### config.mk
export PLATFORM = sky130hd
export DESIGN_NAME = omni_three_wheel_drive_mixer
export DESIGN_NICKNAME = d
export VERILOG_FILES = /design/src/hw/rtl/omtw_pkg.sv /design/src/hw/rtl/omtw_cfg.sv /design/src/hw/rtl/omtw_mix.sv /design/src/hw/rtl/omtw_duty.sv /design/src/hw/rtl/omni_three_wheel_drive_mixer.sv
export VERILOG_INCLUDE_DIRS = /design/src /design/src/hw/rtl
export SDC_FILE = /design/constraint.sdc
export NUM_CORES = 2
export LEC_CHECK = 0
export BUFFER_PORTS_ARGS = -buffer_cell sky130_fd_sc_hd__buf_2
export CORE_MARGIN = 8
export CORE_UTILIZATION = 63
export CTS_BUF_LIST = sky130_fd_sc_hd__clkbuf_16
export CTS_CLUSTER_DIAMETER = 50
export DETAILED_ROUTE_END_ITERATION = 8
export GPL_TIMING_DRIVEN = 0
export PLACE_DENSITY = 0.87
export RECOVER_POWER = 100
export SLEW_MARGIN = 5
export SYNTH_ARGS = -nofsm -noshare
export SYNTH_HDL_FRONTEND = slang
export SYNTH_HIERARCHICAL = 1
export SYNTH_SLANG_ARGS = --single-unit
### constraint.sdc
create_clock -name clk -period 17.7 [get_ports clk]
set_input_delay 3.54 -clock clk [delete_from_list [all_inputs] [get_ports clk]]
set_output_delay 3.54 -clock clk [all_outputs]
set_load 0.02 [all_outputs]
### src/hw/rtl/assert_macros.svh
// Assertion macros shared by the omni drive mixer RTL.
// Each macro expects signals named clk and rst_n in the scope where it is used.
`ifndef ASSERT_MACROS_SVH
`define ASSERT_MACROS_SVH

// Same-cycle implication, checked at every rising edge outside reset.
`define OMTW_ASSERT_IMP(lbl, ante, cons, msg) \
  lbl: assert property (@(posedge clk) disable iff (!rst_n) (ante) |-> (cons)) \
    else $error(msg);

// Next-cycle implication, checked at every rising edge outside reset.
`define OMTW_ASSERT_NXT(lbl, ante, cons, msg) \
  lbl: assert property (@(posedge clk) disable iff (!rst_n) (ante) |=> (cons)) \
    else $error(msg);

`endif

### src/hw/rtl/omtw_pkg.sv
`timescale 1ns / 1ps
// Package for the three-wheel omni drive mixer: widths, codes, reset values and types.
// No dependencies; used by every module of the block.
package omtw_pkg;

  // Field and register widths.
  localparam int STICK_W    = 8;
  localparam int COEF_W     = 16;
  localparam int DZ_W       = 8;
  localparam int GAIN_W     = 16;
  localparam int DUTY_W     = 8;
  localparam int DIR_W      = 2;
  localparam int CFG_DATA_W = 16;
  localparam int CFG_IDX_W  = 3;
  localparam int NUM_WHEELS = 3;

  // Datapath widths: one coefficient term, a wheel speed, its magnitude, the duty shift and the duty product.
  localparam int TERM_W     = COEF_W + STICK_W + 1;
  localparam int SPEED_W    = TERM_W + 2;
  localparam int MAG_W      = SPEED_W - 1;
  localparam int DUTY_SHIFT = 16;
  localparam int PROD_W     = MAG_W + GAIN_W;

  localparam logic [DUTY_W-1:0] DUTY_MAX = '1;

  // Wheel bridge codes.
  typedef enum logic [DIR_W-1:0] {
    DIR_STOP = 2'd0,
    DIR_FWD  = 2'd1,
    DIR_REV  = 2'd2
  } dir_t;

  // Configuration register indexes.
  typedef enum logic [CFG_IDX_W-1:0] {
    REG_COEF_DIAG = 3'd0,
    REG_COEF_SIDE = 3'd1,
    REG_COEF_TURN = 3'd2,
    REG_DZ_LINEAR = 3'd3,
    REG_DZ_TURN   = 3'd4,
    REG_DUTY_GAIN = 3'd5
  } cfg_idx_t;

  // Register file contents as seen by the datapath.
  typedef struct packed {
    logic [COEF_W-1:0] coef_diag;
    logic [COEF_W-1:0] coef_side;
    logic [COEF_W-1:0] coef_turn;
    logic [DZ_W-1:0]   dz_linear;
    logic [DZ_W-1:0]   dz_turn;
    logic [GAIN_W-1:0] duty_gain;
  } cfg_t;

  localparam cfg_t CFG_RESET = '{
    coef_diag: 16'd4031,
    coef_side: 16'd2327,
    coef_turn: 16'd2063,
    dz_linear: 8'd21,
    dz_turn:   8'd6,
    duty_gain: 16'd255
  };

  // Speed of one wheel split into magnitude and bridge code.
  typedef struct packed {
    logic [MAG_W-1:0] mag;
    dir_t             dir;
  } wheel_t;

endpackage

### src/hw/rtl/omtw_cfg.sv
`timescale 1ns / 1ps
// Configuration register file of the omni drive mixer.
// Depends on omtw_pkg for register indexes, widths and reset values.
module omtw_cfg (
  input  logic                                clk,
  input  logic                                rst_n,
  input  logic                                cfg_we,
  input  logic [omtw_pkg::CFG_IDX_W-1:0]      cfg_addr,
  input  logic [omtw_pkg::CFG_DATA_W-1:0]     cfg_wdata,
  output omtw_pkg::cfg_t                      cfg_o
);

  omtw_pkg::cfg_t cfg_r;
  omtw_pkg::cfg_t cfg_nxt;

  // Decode the write; indexes beyond the list leave everything unchanged.
  always_comb begin
    cfg_nxt = cfg_r;
    if (cfg_we) begin
      unique case (omtw_pkg::cfg_idx_t'(cfg_addr))
        omtw_pkg::REG_COEF_DIAG: cfg_nxt.coef_diag = cfg_wdata[omtw_pkg::COEF_W-1:0];
        omtw_pkg::REG_COEF_SIDE: cfg_nxt.coef_side = cfg_wdata[omtw_pkg::COEF_W-1:0];
        omtw_pkg::REG_COEF_TURN: cfg_nxt.coef_turn = cfg_wdata[omtw_pkg::COEF_W-1:0];
        omtw_pkg::REG_DZ_LINEAR: cfg_nxt.dz_linear = cfg_wdata[omtw_pkg::DZ_W-1:0];
        omtw_pkg::REG_DZ_TURN:   cfg_nxt.dz_turn   = cfg_wdata[omtw_pkg::DZ_W-1:0];
        omtw_pkg::REG_DUTY_GAIN: cfg_nxt.duty_gain = cfg_wdata[omtw_pkg::GAIN_W-1:0];
        default:                 cfg_nxt = cfg_r;
      endcase
    end
  end

  // Register storage with reset values.
  always_ff @(posedge clk) begin
    if (!rst_n) begin
      cfg_r <= omtw_pkg::CFG_RESET;
    end else begin
      cfg_r <= cfg_nxt;
    end
  end

  assign cfg_o = cfg_r;

endmodule

### src/hw/rtl/omtw_mix.sv
`timescale 1ns / 1ps
// Front of the mixer pipeline: deadzone, coefficient products and wheel speed sums.
// Depends on omtw_pkg and assert_macros.svh; three register stages.
`include "assert_macros.svh"
module omtw_mix (
  input  logic                                      clk,
  input  logic                                      rst_n,
  input  logic                                      valid_i,
  input  logic signed [omtw_pkg::STICK_W-1:0]       lx_i,
  input  logic signed [omtw_pkg::STICK_W-1:0]       ly_i,
  input  logic signed [omtw_pkg::STICK_W-1:0]       rx_i,
  input  omtw_pkg::cfg_t                            cfg_i,
  output logic                                      valid_o,
  output omtw_pkg::wheel_t [omtw_pkg::NUM_WHEELS-1:0] wheels_o
);

  localparam int SW = omtw_pkg::STICK_W;
  localparam int TW = omtw_pkg::TERM_W;
  localparam int PW = omtw_pkg::SPEED_W;
  localparam int MW = omtw_pkg::MAG_W;

  // Zero a stick value whose magnitude is at or below the zone; -128 counts as 128.
  function automatic logic signed [SW-1:0] deadzone(input logic signed [SW-1:0] v,
                                                    input logic [omtw_pkg::DZ_W-1:0] zone);
    logic [SW:0] mag;
    mag = v[SW-1] ? ((SW+1)'(0) - {v[SW-1], v}) : {1'b0, v};
    return (mag <= (SW+1)'(zone)) ? '0 : v;
  endfunction

  // Split a signed speed into magnitude and bridge code.
  function automatic omtw_pkg::wheel_t to_wheel(input logic signed [PW-1:0] sp);
    omtw_pkg::wheel_t w;
    w.mag = sp[PW-1] ? MW'(-sp) : MW'(sp);
    if (sp[PW-1]) begin
      w.dir = omtw_pkg::DIR_REV;
    end else if (sp != '0) begin
      w.dir = omtw_pkg::DIR_FWD;
    end else begin
      w.dir = omtw_pkg::DIR_STOP;
    end
    return w;
  endfunction

  // Stage one: deadzoned stick values.
  logic                 s1_valid_r;
  logic signed [SW-1:0] s1_lx_r;
  logic signed [SW-1:0] s1_ly_r;
  logic signed [SW-1:0] s1_rx_r;

  always_ff @(posedge clk) begin
    if (!rst_n) begin
      s1_valid_r <= 1'b0;
    end else begin
      s1_valid_r <= valid_i;
    end
  end

  always_ff @(posedge clk) begin
    s1_lx_r <= deadzone(lx_i, cfg_i.dz_linear);
    s1_ly_r <= deadzone(ly_i, cfg_i.dz_linear);
    s1_rx_r <= deadzone(rx_i, cfg_i.dz_turn);
  end

  // Stage two: one exact signed product per axis.
  logic signed [omtw_pkg::COEF_W:0] diag_c;
  logic signed [omtw_pkg::COEF_W:0] side_c;
  logic signed [omtw_pkg::COEF_W:0] turn_c;
  logic signed [TW-1:0]             s2_diag_nxt;
  logic signed [TW-1:0]             s2_side_nxt;
  logic signed [TW-1:0]             s2_turn_nxt;
  logic                             s2_valid_r;
  logic signed [TW-1:0]             s2_diag_r;
  logic signed [TW-1:0]             s2_side_r;
  logic signed [TW-1:0]             s2_turn_r;

  assign diag_c = $signed({1'b0, cfg_i.coef_diag});
  assign side_c = $signed({1'b0, cfg_i.coef_side});
  assign turn_c = $signed({1'b0, cfg_i.coef_turn});

  always_comb begin
    s2_diag_nxt = TW'(diag_c) * TW'(s1_ly_r);
    s2_side_nxt = TW'(side_c) * TW'(s1_lx_r);
    s2_turn_nxt = TW'(turn_c) * TW'(s1_rx_r);
  end

  always_ff @(posedge clk) begin
    if (!rst_n) begin
      s2_valid_r <= 1'b0;
    end else begin
      s2_valid_r <= s1_valid_r;
    end
  end

  always_ff @(posedge clk) begin
    s2_diag_r <= s2_diag_nxt;
    s2_side_r <= s2_side_nxt;
    s2_turn_r <= s2_turn_nxt;
  end

  // Stage three: wheel speed sums, then magnitude and direction.
  logic signed [PW-1:0]                               diag_x;
  logic signed [PW-1:0]                               side_x;
  logic signed [PW-1:0]                               turn_x;
  logic signed [PW-1:0]                               speed1;
  logic signed [PW-1:0]                               speed2;
  logic signed [PW-1:0]                               speed3;
  omtw_pkg::wheel_t [omtw_pkg::NUM_WHEELS-1:0]        s3_wheels_nxt;
  logic                                               s3_valid_r;
  omtw_pkg::wheel_t [omtw_pkg::NUM_WHEELS-1:0]        s3_wheels_r;

  always_comb begin
    diag_x = PW'(s2_diag_r);
    side_x = PW'(s2_side_r);
    turn_x = PW'(s2_turn_r);
    speed1 = turn_x + side_x - diag_x;
    speed2 = turn_x - (side_x <<< 1);
    speed3 = turn_x + side_x + diag_x;
    s3_wheels_nxt[0] = to_wheel(speed1);
    s3_wheels_nxt[1] = to_wheel(speed2);
    s3_wheels_nxt[2] = to_wheel(speed3);
  end

  always_ff @(posedge clk) begin
    if (!rst_n) begin
      s3_valid_r <= 1'b0;
    end else begin
      s3_valid_r <= s2_valid_r;
    end
  end

  always_ff @(posedge clk) begin
    s3_wheels_r <= s3_wheels_nxt;
  end

  assign valid_o  = s3_valid_r;
  assign wheels_o = s3_wheels_r;

  // Wheels one and two stop exactly when their speed magnitude is zero.
  `OMTW_ASSERT_IMP(a_stop_w1, s3_valid_r,
    (s3_wheels_r[0].dir == omtw_pkg::DIR_STOP) == (s3_wheels_r[0].mag == '0),
    "wheel one direction disagrees with its speed magnitude")
  `OMTW_ASSERT_IMP(a_stop_w2, s3_valid_r,
    (s3_wheels_r[1].dir == omtw_pkg::DIR_STOP) == (s3_wheels_r[1].mag == '0),
    "wheel two direction disagrees with its speed magnitude")

endmodule

### src/hw/rtl/omtw_duty.sv
`timescale 1ns / 1ps
// Back of the mixer pipeline: duty product and saturation for all three wheels.
// Depends on omtw_pkg and assert_macros.svh; two register stages.
`include "assert_macros.svh"
module omtw_duty (
  input  logic                                        clk,
  input  logic                                        rst_n,
  input  logic                                        valid_i,
  input  omtw_pkg::wheel_t [omtw_pkg::NUM_WHEELS-1:0] wheels_i,
  input  logic [omtw_pkg::GAIN_W-1:0]                 gain_i,
  output logic                                        valid_o,
  output logic [omtw_pkg::NUM_WHEELS-1:0][omtw_pkg::DUTY_W-1:0] duty_o,
  output omtw_pkg::dir_t [omtw_pkg::NUM_WHEELS-1:0]   dir_o
);

  localparam int NW  = omtw_pkg::NUM_WHEELS;
  localparam int RW  = omtw_pkg::PROD_W;
  localparam int DW  = omtw_pkg::DUTY_W;
  localparam int SH  = omtw_pkg::DUTY_SHIFT;

  // Stage four: magnitude times gain, one multiplier per wheel.
  logic                               s4_valid_r;
  logic [NW-1:0][RW-1:0]              s4_prod_r;
  omtw_pkg::dir_t [NW-1:0]            s4_dir_r;

  // Stage five: shifted and saturated duty.
  logic [NW-1:0][DW-1:0]              s5_duty_nxt;
  logic                               s5_valid_r;
  logic [NW-1:0][DW-1:0]              s5_duty_r;
  omtw_pkg::dir_t [NW-1:0]            s5_dir_r;

  always_ff @(posedge clk) begin
    if (!rst_n) begin
      s4_valid_r <= 1'b0;
      s5_valid_r <= 1'b0;
    end else begin
      s4_valid_r <= valid_i;
      s5_valid_r <= s4_valid_r;
    end
  end

  always_ff @(posedge clk) begin
    for (int i = 0; i < NW; i++) begin
      s4_prod_r[i] <= RW'(wheels_i[i].mag) * RW'(gain_i);
      s4_dir_r[i]  <= wheels_i[i].dir;
    end
  end

  // Any bit above the duty field after the shift means saturation.
  always_comb begin
    for (int i = 0; i < NW; i++) begin
      if (s4_prod_r[i][RW-1:SH+DW] != '0) begin
        s5_duty_nxt[i] = omtw_pkg::DUTY_MAX;
      end else begin
        s5_duty_nxt[i] = s4_prod_r[i][SH+DW-1:SH];
      end
    end
  end

  always_ff @(posedge clk) begin
    s5_duty_r <= s5_duty_nxt;
    s5_dir_r  <= s4_dir_r;
  end

  assign valid_o = s5_valid_r;
  assign duty_o  = s5_duty_r;
  assign dir_o   = s5_dir_r;

  // Wheel three, when stopped, can only carry zero duty.
  `OMTW_ASSERT_IMP(a_stop_zero_duty,
    s5_valid_r && (s5_dir_r[2] == omtw_pkg::DIR_STOP),
    s5_duty_r[2] == '0,
    "wheel three stopped with nonzero duty")

endmodule

### src/hw/rtl/omni_three_wheel_drive_mixer.sv
`timescale 1ns / 1ps
// Top level of the three-wheel omni drive mixer.
// Depends on omtw_pkg, omtw_cfg, omtw_mix, omtw_duty and assert_macros.svh.
//
//   Channel   Ports                          Handshake
//   input     in_stick_lx/ly/rx              start, taken when busy is low
//   result    out_wheel1..3_duty/_dir        out_valid strobe, one cycle
//   config    cfg_we, cfg_addr, cfg_wdata    written at a rising edge with cfg_we, outside reset
//
// One request can enter every cycle while busy is low; its result passes through
// the five register stages (deadzone, products, sums, duty product, saturation).
// Reset is synchronous and active low; it clears the pipeline valid bits and
// loads the register defaults. busy is high only while reset is held.
// The result side cannot stall, so the pipeline never holds an item back.
`include "assert_macros.svh"
module omni_three_wheel_drive_mixer (
  input  logic                                 clk,
  input  logic                                 rst_n,
  input  logic                                 start,
  output logic                                 busy,
  input  logic signed [omtw_pkg::STICK_W-1:0]  in_stick_lx,
  input  logic signed [omtw_pkg::STICK_W-1:0]  in_stick_ly,
  input  logic signed [omtw_pkg::STICK_W-1:0]  in_stick_rx,
  output logic                                 out_valid,
  output logic [omtw_pkg::DUTY_W-1:0]          out_wheel1_duty,
  output logic [omtw_pkg::DIR_W-1:0]           out_wheel1_dir,
  output logic [omtw_pkg::DUTY_W-1:0]          out_wheel2_duty,
  output logic [omtw_pkg::DIR_W-1:0]           out_wheel2_dir,
  output logic [omtw_pkg::DUTY_W-1:0]          out_wheel3_duty,
  output logic [omtw_pkg::DIR_W-1:0]           out_wheel3_dir,
  input  logic                                 cfg_we,
  input  logic [omtw_pkg::CFG_IDX_W-1:0]       cfg_addr,
  input  logic [omtw_pkg::CFG_DATA_W-1:0]      cfg_wdata
);

  omtw_pkg::cfg_t                                     cfg;
  logic                                               accept;
  logic                                               mix_valid;
  omtw_pkg::wheel_t [omtw_pkg::NUM_WHEELS-1:0]        mix_wheels;
  logic [omtw_pkg::NUM_WHEELS-1:0][omtw_pkg::DUTY_W-1:0] duty;
  omtw_pkg::dir_t [omtw_pkg::NUM_WHEELS-1:0]          dir;

  // Requests are refused only while reset is held.
  assign busy   = ~rst_n;
  assign accept = start & ~busy;

  omtw_cfg u_cfg (
    .clk       (clk),
    .rst_n     (rst_n),
    .cfg_we    (cfg_we),
    .cfg_addr  (cfg_addr),
    .cfg_wdata (cfg_wdata),
    .cfg_o     (cfg)
  );

  omtw_mix u_mix (
    .clk      (clk),
    .rst_n    (rst_n),
    .valid_i  (accept),
    .lx_i     (in_stick_lx),
    .ly_i     (in_stick_ly),
    .rx_i     (in_stick_rx),
    .cfg_i    (cfg),
    .valid_o  (mix_valid),
    .wheels_o (mix_wheels)
  );

  omtw_duty u_duty (
    .clk      (clk),
    .rst_n    (rst_n),
    .valid_i  (mix_valid),
    .wheels_i (mix_wheels),
    .gain_i   (cfg.duty_gain),
    .valid_o  (out_valid),
    .duty_o   (duty),
    .dir_o    (dir)
  );

  // Result ports.
  assign out_wheel1_duty = duty[0];
  assign out_wheel1_dir  = dir[0];
  assign out_wheel2_duty = duty[1];
  assign out_wheel2_dir  = dir[1];
  assign out_wheel3_duty = duty[2];
  assign out_wheel3_dir  = dir[2];

  // Every accepted request gives exactly one result strobe, and no strobe comes without one.
  `OMTW_ASSERT_NXT(a_latency, 1'b1, out_valid == $past(accept, 5),
    "result strobe does not match an accepted request five cycles earlier")

endmodule
==> metrics.md <==
| Metric | Value |
|---|---|
| Seq. cell area | `7630 µm²` |
| CTS Hold Bufs | `0` |
| Met3 Usage GRT | `9.20%` |
| Arrival @ worst endpoint | `between 10,000 and 15,000 ps` |
| Clock transition at path regs | `60 ps` |
| Multi-input combinational cell area | `between 50,000 and 60,000 µm²` |
| Final routed wire length divided by cell count | `21.4 µm` |
| Sum of net half-perimeters after detailed placement | `161,000 µm` |
| Initial standard-cell utilization of the core | `63.4%` |
| Tcrit/Tclk final | `a little under three fifths` |
| Die height | `between 300 and 400 µm` |
| Wire length after detailed routing | `200,000 µm` |
| Hold Path Class | `reg2reg` |
| Result of the run | `complete, no violations` |
| Number of maximum-capacitance violations | `0` |
| Max Freq | `0.102 GHz` |
| Global-route wire length before repair | `315,000 µm` |
| Number of detailed-routing iterations run before antenna repair | `8` |
| Final hold vios | `0` |
| RSZ-0062 raised after global routing | `no` |
| Prevailing post-synth register cell | `sky130_fd_sc_hd__dfxtp_1` |
| Overall overflow remaining after global route | `0` |
| Row count | `121` |
| Fraction of layout instances using a drive strength above 1 | `2.38%` |
| Die outline area | `120,000 µm²` |
| Worst-Margin Slew | `1400 ps` |
| Clk_lat worst skew | `690 ps` |
| Accumulated negative setup slack | `0 ps` |
| Critical Path RT | `18,280 ps` |
| Min cycle time layout | `~9800 ps` |
| Worst-path maximum fanout | `10` |
| Number of routed nets with antenna violations | `0` |
| Vias | `55.3k` |
| Width of the die | `~350 µm` |
| Number of H-tree levels | `2` |
| Deepest clock path buffer count | `3` |
| Summed area of non-filler cells in the final layout | `72,900 µm²` |
| Met1 track demand over resource in global routing | `38.7%` |
| FFs w/ async S/R, synth | `0%` |
| Area after detailed placement | `~70,000 µm²` |
| Number of nets produced by synthesis | `9,708` |
| Busiest grt layer | `met2` |
| Clock tree from TritonCTS | `built` |
| Clock net sink count | `381` |
| Global routing usage on met2 | `52.5%` |
| Synthesized cell area | `68,900 µm²` |
| Cell chosen for the clock root | `sky130_fd_sc_hd__clkbuf_16` |
| Number of synthesized register bits | `381` |
| Number of buffers added on ports | `75` |
| Std-Cell Core Area | `109,000 µm²` |
| Per-cell via count in the routed design | `5.91` |
| Category of the worst setup path capture point | `register` |
| Final setup violation count | `0` |
| Pin count of the biggest net entering global routing | `16` |
| Count of flip-flops with a built-in enable after synthesis | `0` |
| GR Util All Layers | `33.1%` |
| Total number of yosys warnings | `6` |
| Portion of the post-synthesis area used by sequential elements | `11.1%` |
| P&R area growth vs syn | `5.81%` |
| First-iteration detailed-routing DRC count | `around 5.4k` |
| Num CTS Buffers | `55` |
| Number of global-route vias before repair | `58.7k` |
| Final slew viol count | `0` |
| Number of nets in the finished design | `9,841` |
| I/O pin count | `between 70 and 80` |
| Number of filler cells placed in the layout | `approximately 8.3k` |
| Average cell area after synthesis | `8.88 µm²` |
| Worst slew margin | `6.76%` |
| Unique cell type count in the Yosys netlist | `97` |
| Critical setup path kind | `reg2reg` |
| Weighted congestion at the end of routability-driven global placement | `about 1.1` |
| # DRC | `0` |
| Initial antenna violation count | `10` |
| Post-route clock skew | `60.6 ps` |
| Number of cells upsized or downsized after cts | `0` |
| Crit start category | `register` |
| Buffer count from post-CTS setup fixing | `0` |
| Cells after Synth | `7,761` |
-- Yosys cell counts, types with 84 or more instances --
| master | instances | share of area [%] |
|---|---|---|
| sky130_fd_sc_hd__inv_1 | 1590 | 8.7 |
| sky130_fd_sc_hd__a21o_1 | 116 | 1.3 |
| sky130_fd_sc_hd__nor2_1 | 192 | 1.0 |
| sky130_fd_sc_hd__mux2i_1 | 84 | 1.2 |
| sky130_fd_sc_hd__and2_1 | 772 | 7.0 |
| sky130_fd_sc_hd__ha_1 | 642 | 12 |
| sky130_fd_sc_hd__fa_1 | 1258 | 37 |
| sky130_fd_sc_hd__xor2_1 | 100 | 1.3 |
| sky130_fd_sc_hd__nand2_1 | 1019 | 5.6 |
| sky130_fd_sc_hd__nor2b_1 | 89 | 0.81 |
| sky130_fd_sc_hd__clkbuf_1 | 284 | 1.5 |
| sky130_fd_sc_hd__nand2b_1 | 98 | 0.89 |
| sky130_fd_sc_hd__dfxtp_1 | 381 | 11 |
| sky130_fd_sc_hd__a21oi_1 | 209 | 1.5 |
| sky130_fd_sc_hd__xnor2_1 | 199 | 2.5 |
| sky130_fd_sc_hd__o21ai_0 | 124 | 0.90 |
-- per-stage QoR --
stage	setup WS, ps	util [%]	instances	hold WS (ps)
2_1_floorplan	10490	-	7761	310
3_3_place_gp	8980	65.3	9250	315
3_5_place_dp	8830	65.4	9251	312
4_1_cts	8860	67.2	9351	324
5_1_grt	7860	67.0	9355	331
6_report	7930	67.1	9365	323
-- state kept, by name, summed over array words and instances, names as in the netlist --
register / cells
u_mix/wheels_o: 83
u_cfg/cfg_o: 80
u_duty/s4_prod_r: 78
u_mix/s2_diag_r: 25
u_mix/s2_side_r: 25
u_mix/s2_turn_r: 25
u_duty/duty_o: 24
u_mix/s1_lx_r: 8
u_mix/s1_ly_r: 8
u_mix/s1_rx_r: 8
u_duty/dir_o: 6
u_duty/s4_dir_r: 6
u_duty/s4_valid_r: 1
u_duty/valid_o: 1
u_mix/s1_valid_r: 1
u_mix/s2_valid_r: 1
u_mix/valid_o: 1
-- routing by layer --
metal	vias up	wire, µm
met5	-	63
met4	8	18400
met3	999	22300
met2	3315	88900
met1	27000	70400
li1	24000	-
-- path summary, 6_finish.rpt --
path | startpoint | to | slack [ps] | depth (start not counted)
max reg2reg | u_cfg/cfg_o[5] | u_duty/s4_prod_r[80] | 7930 | 23
min reg2reg | u_duty/s4_dir_r[1] | u_duty/dir_o[1] | 320 | 0
min | u_duty/s4_dir_r[1] | u_duty/dir_o[1] | 320 | 0
max | u_cfg/cfg_o[5] | u_duty/s4_prod_r[80] | 7930 | 23
-- cell usage in the layout (no fill, tap or decap), types with 116 or more instances in the layout --
master,netlist,final
sky130_fd_sc_hd__inv_1,1590,1594
sky130_fd_sc_hd__fa_1,1258,1258
sky130_fd_sc_hd__nand2_1,1019,1019
sky130_fd_sc_hd__and2_1,772,741
sky130_fd_sc_hd__ha_1,642,642
sky130_fd_sc_hd__dfxtp_1,381,381
sky130_fd_sc_hd__clkbuf_1,284,322
sky130_fd_sc_hd__a21oi_1,209,210
sky130_fd_sc_hd__xnor2_1,199,199
sky130_fd_sc_hd__nor2_1,192,192
sky130_fd_sc_hd__o21ai_0,124,127
sky130_fd_sc_hd__a21o_1,116,116
-- critical path, cell delays in order (launching register included) --
cell and delay [ps]:
sky130_fd_sc_hd__dfxtp_1 930, sky130_fd_sc_hd__clkbuf_1 940, sky130_fd_sc_hd__clkbuf_1 960, sky130_fd_sc_hd__nand2_1 210, sky130_fd_sc_hd__fa_1 570, sky130_fd_sc_hd__inv_1 50, sky130_fd_sc_hd__fa_1 550, sky130_fd_sc_hd__ha_1 140
sky130_fd_sc_hd__inv_1 50, sky130_fd_sc_hd__fa_1 530, sky130_fd_sc_hd__inv_1 50, sky130_fd_sc_hd__fa_1 470, sky130_fd_sc_hd__inv_1 60, sky130_fd_sc_hd__fa_1 530, sky130_fd_sc_hd__inv_1 40, sky130_fd_sc_hd__ha_1 300
sky130_fd_sc_hd__nand2_1 80, sky130_fd_sc_hd__a2111oi_0 860, sky130_fd_sc_hd__o21ai_0 490, sky130_fd_sc_hd__a211oi_1 890, sky130_fd_sc_hd__a2111oi_0 340, sky130_fd_sc_hd__o31ai_2 350, sky130_fd_sc_hd__a21oi_1 140, sky130_fd_sc_hd__xnor2_1 140
-- cell families after synthesis --
logic type	synth area share [%]
compound gates	7.37
xor+xnor	3.80
fa+ha+maj	48.2
buf+inv	10.4
flops	11.1
mux	1.22
simple gates	17.9
-- layout make-up --
| cell class | instances | area share (%) |
|---|---|---|
| Sequential cell | 381 | 10.5 |
| Inverter | 1592 | 8.20 |
| Tap cell | 1414 | 2.43 |
| Multi-Input combinational cell | 5482 | 74.1 |
| Buffer | 306 | 1.64 |
| Clock inverter | 45 | 0.807 |
| Timing Repair Buffer | 76 | 0.462 |
| Antenna cell | 14 | 0.0481 |
| Clock buffer | 55 | 1.89 |
Power is not shown: default switching activity piles up to over one toggle a cycle in this logic, so the estimate is an artifact.
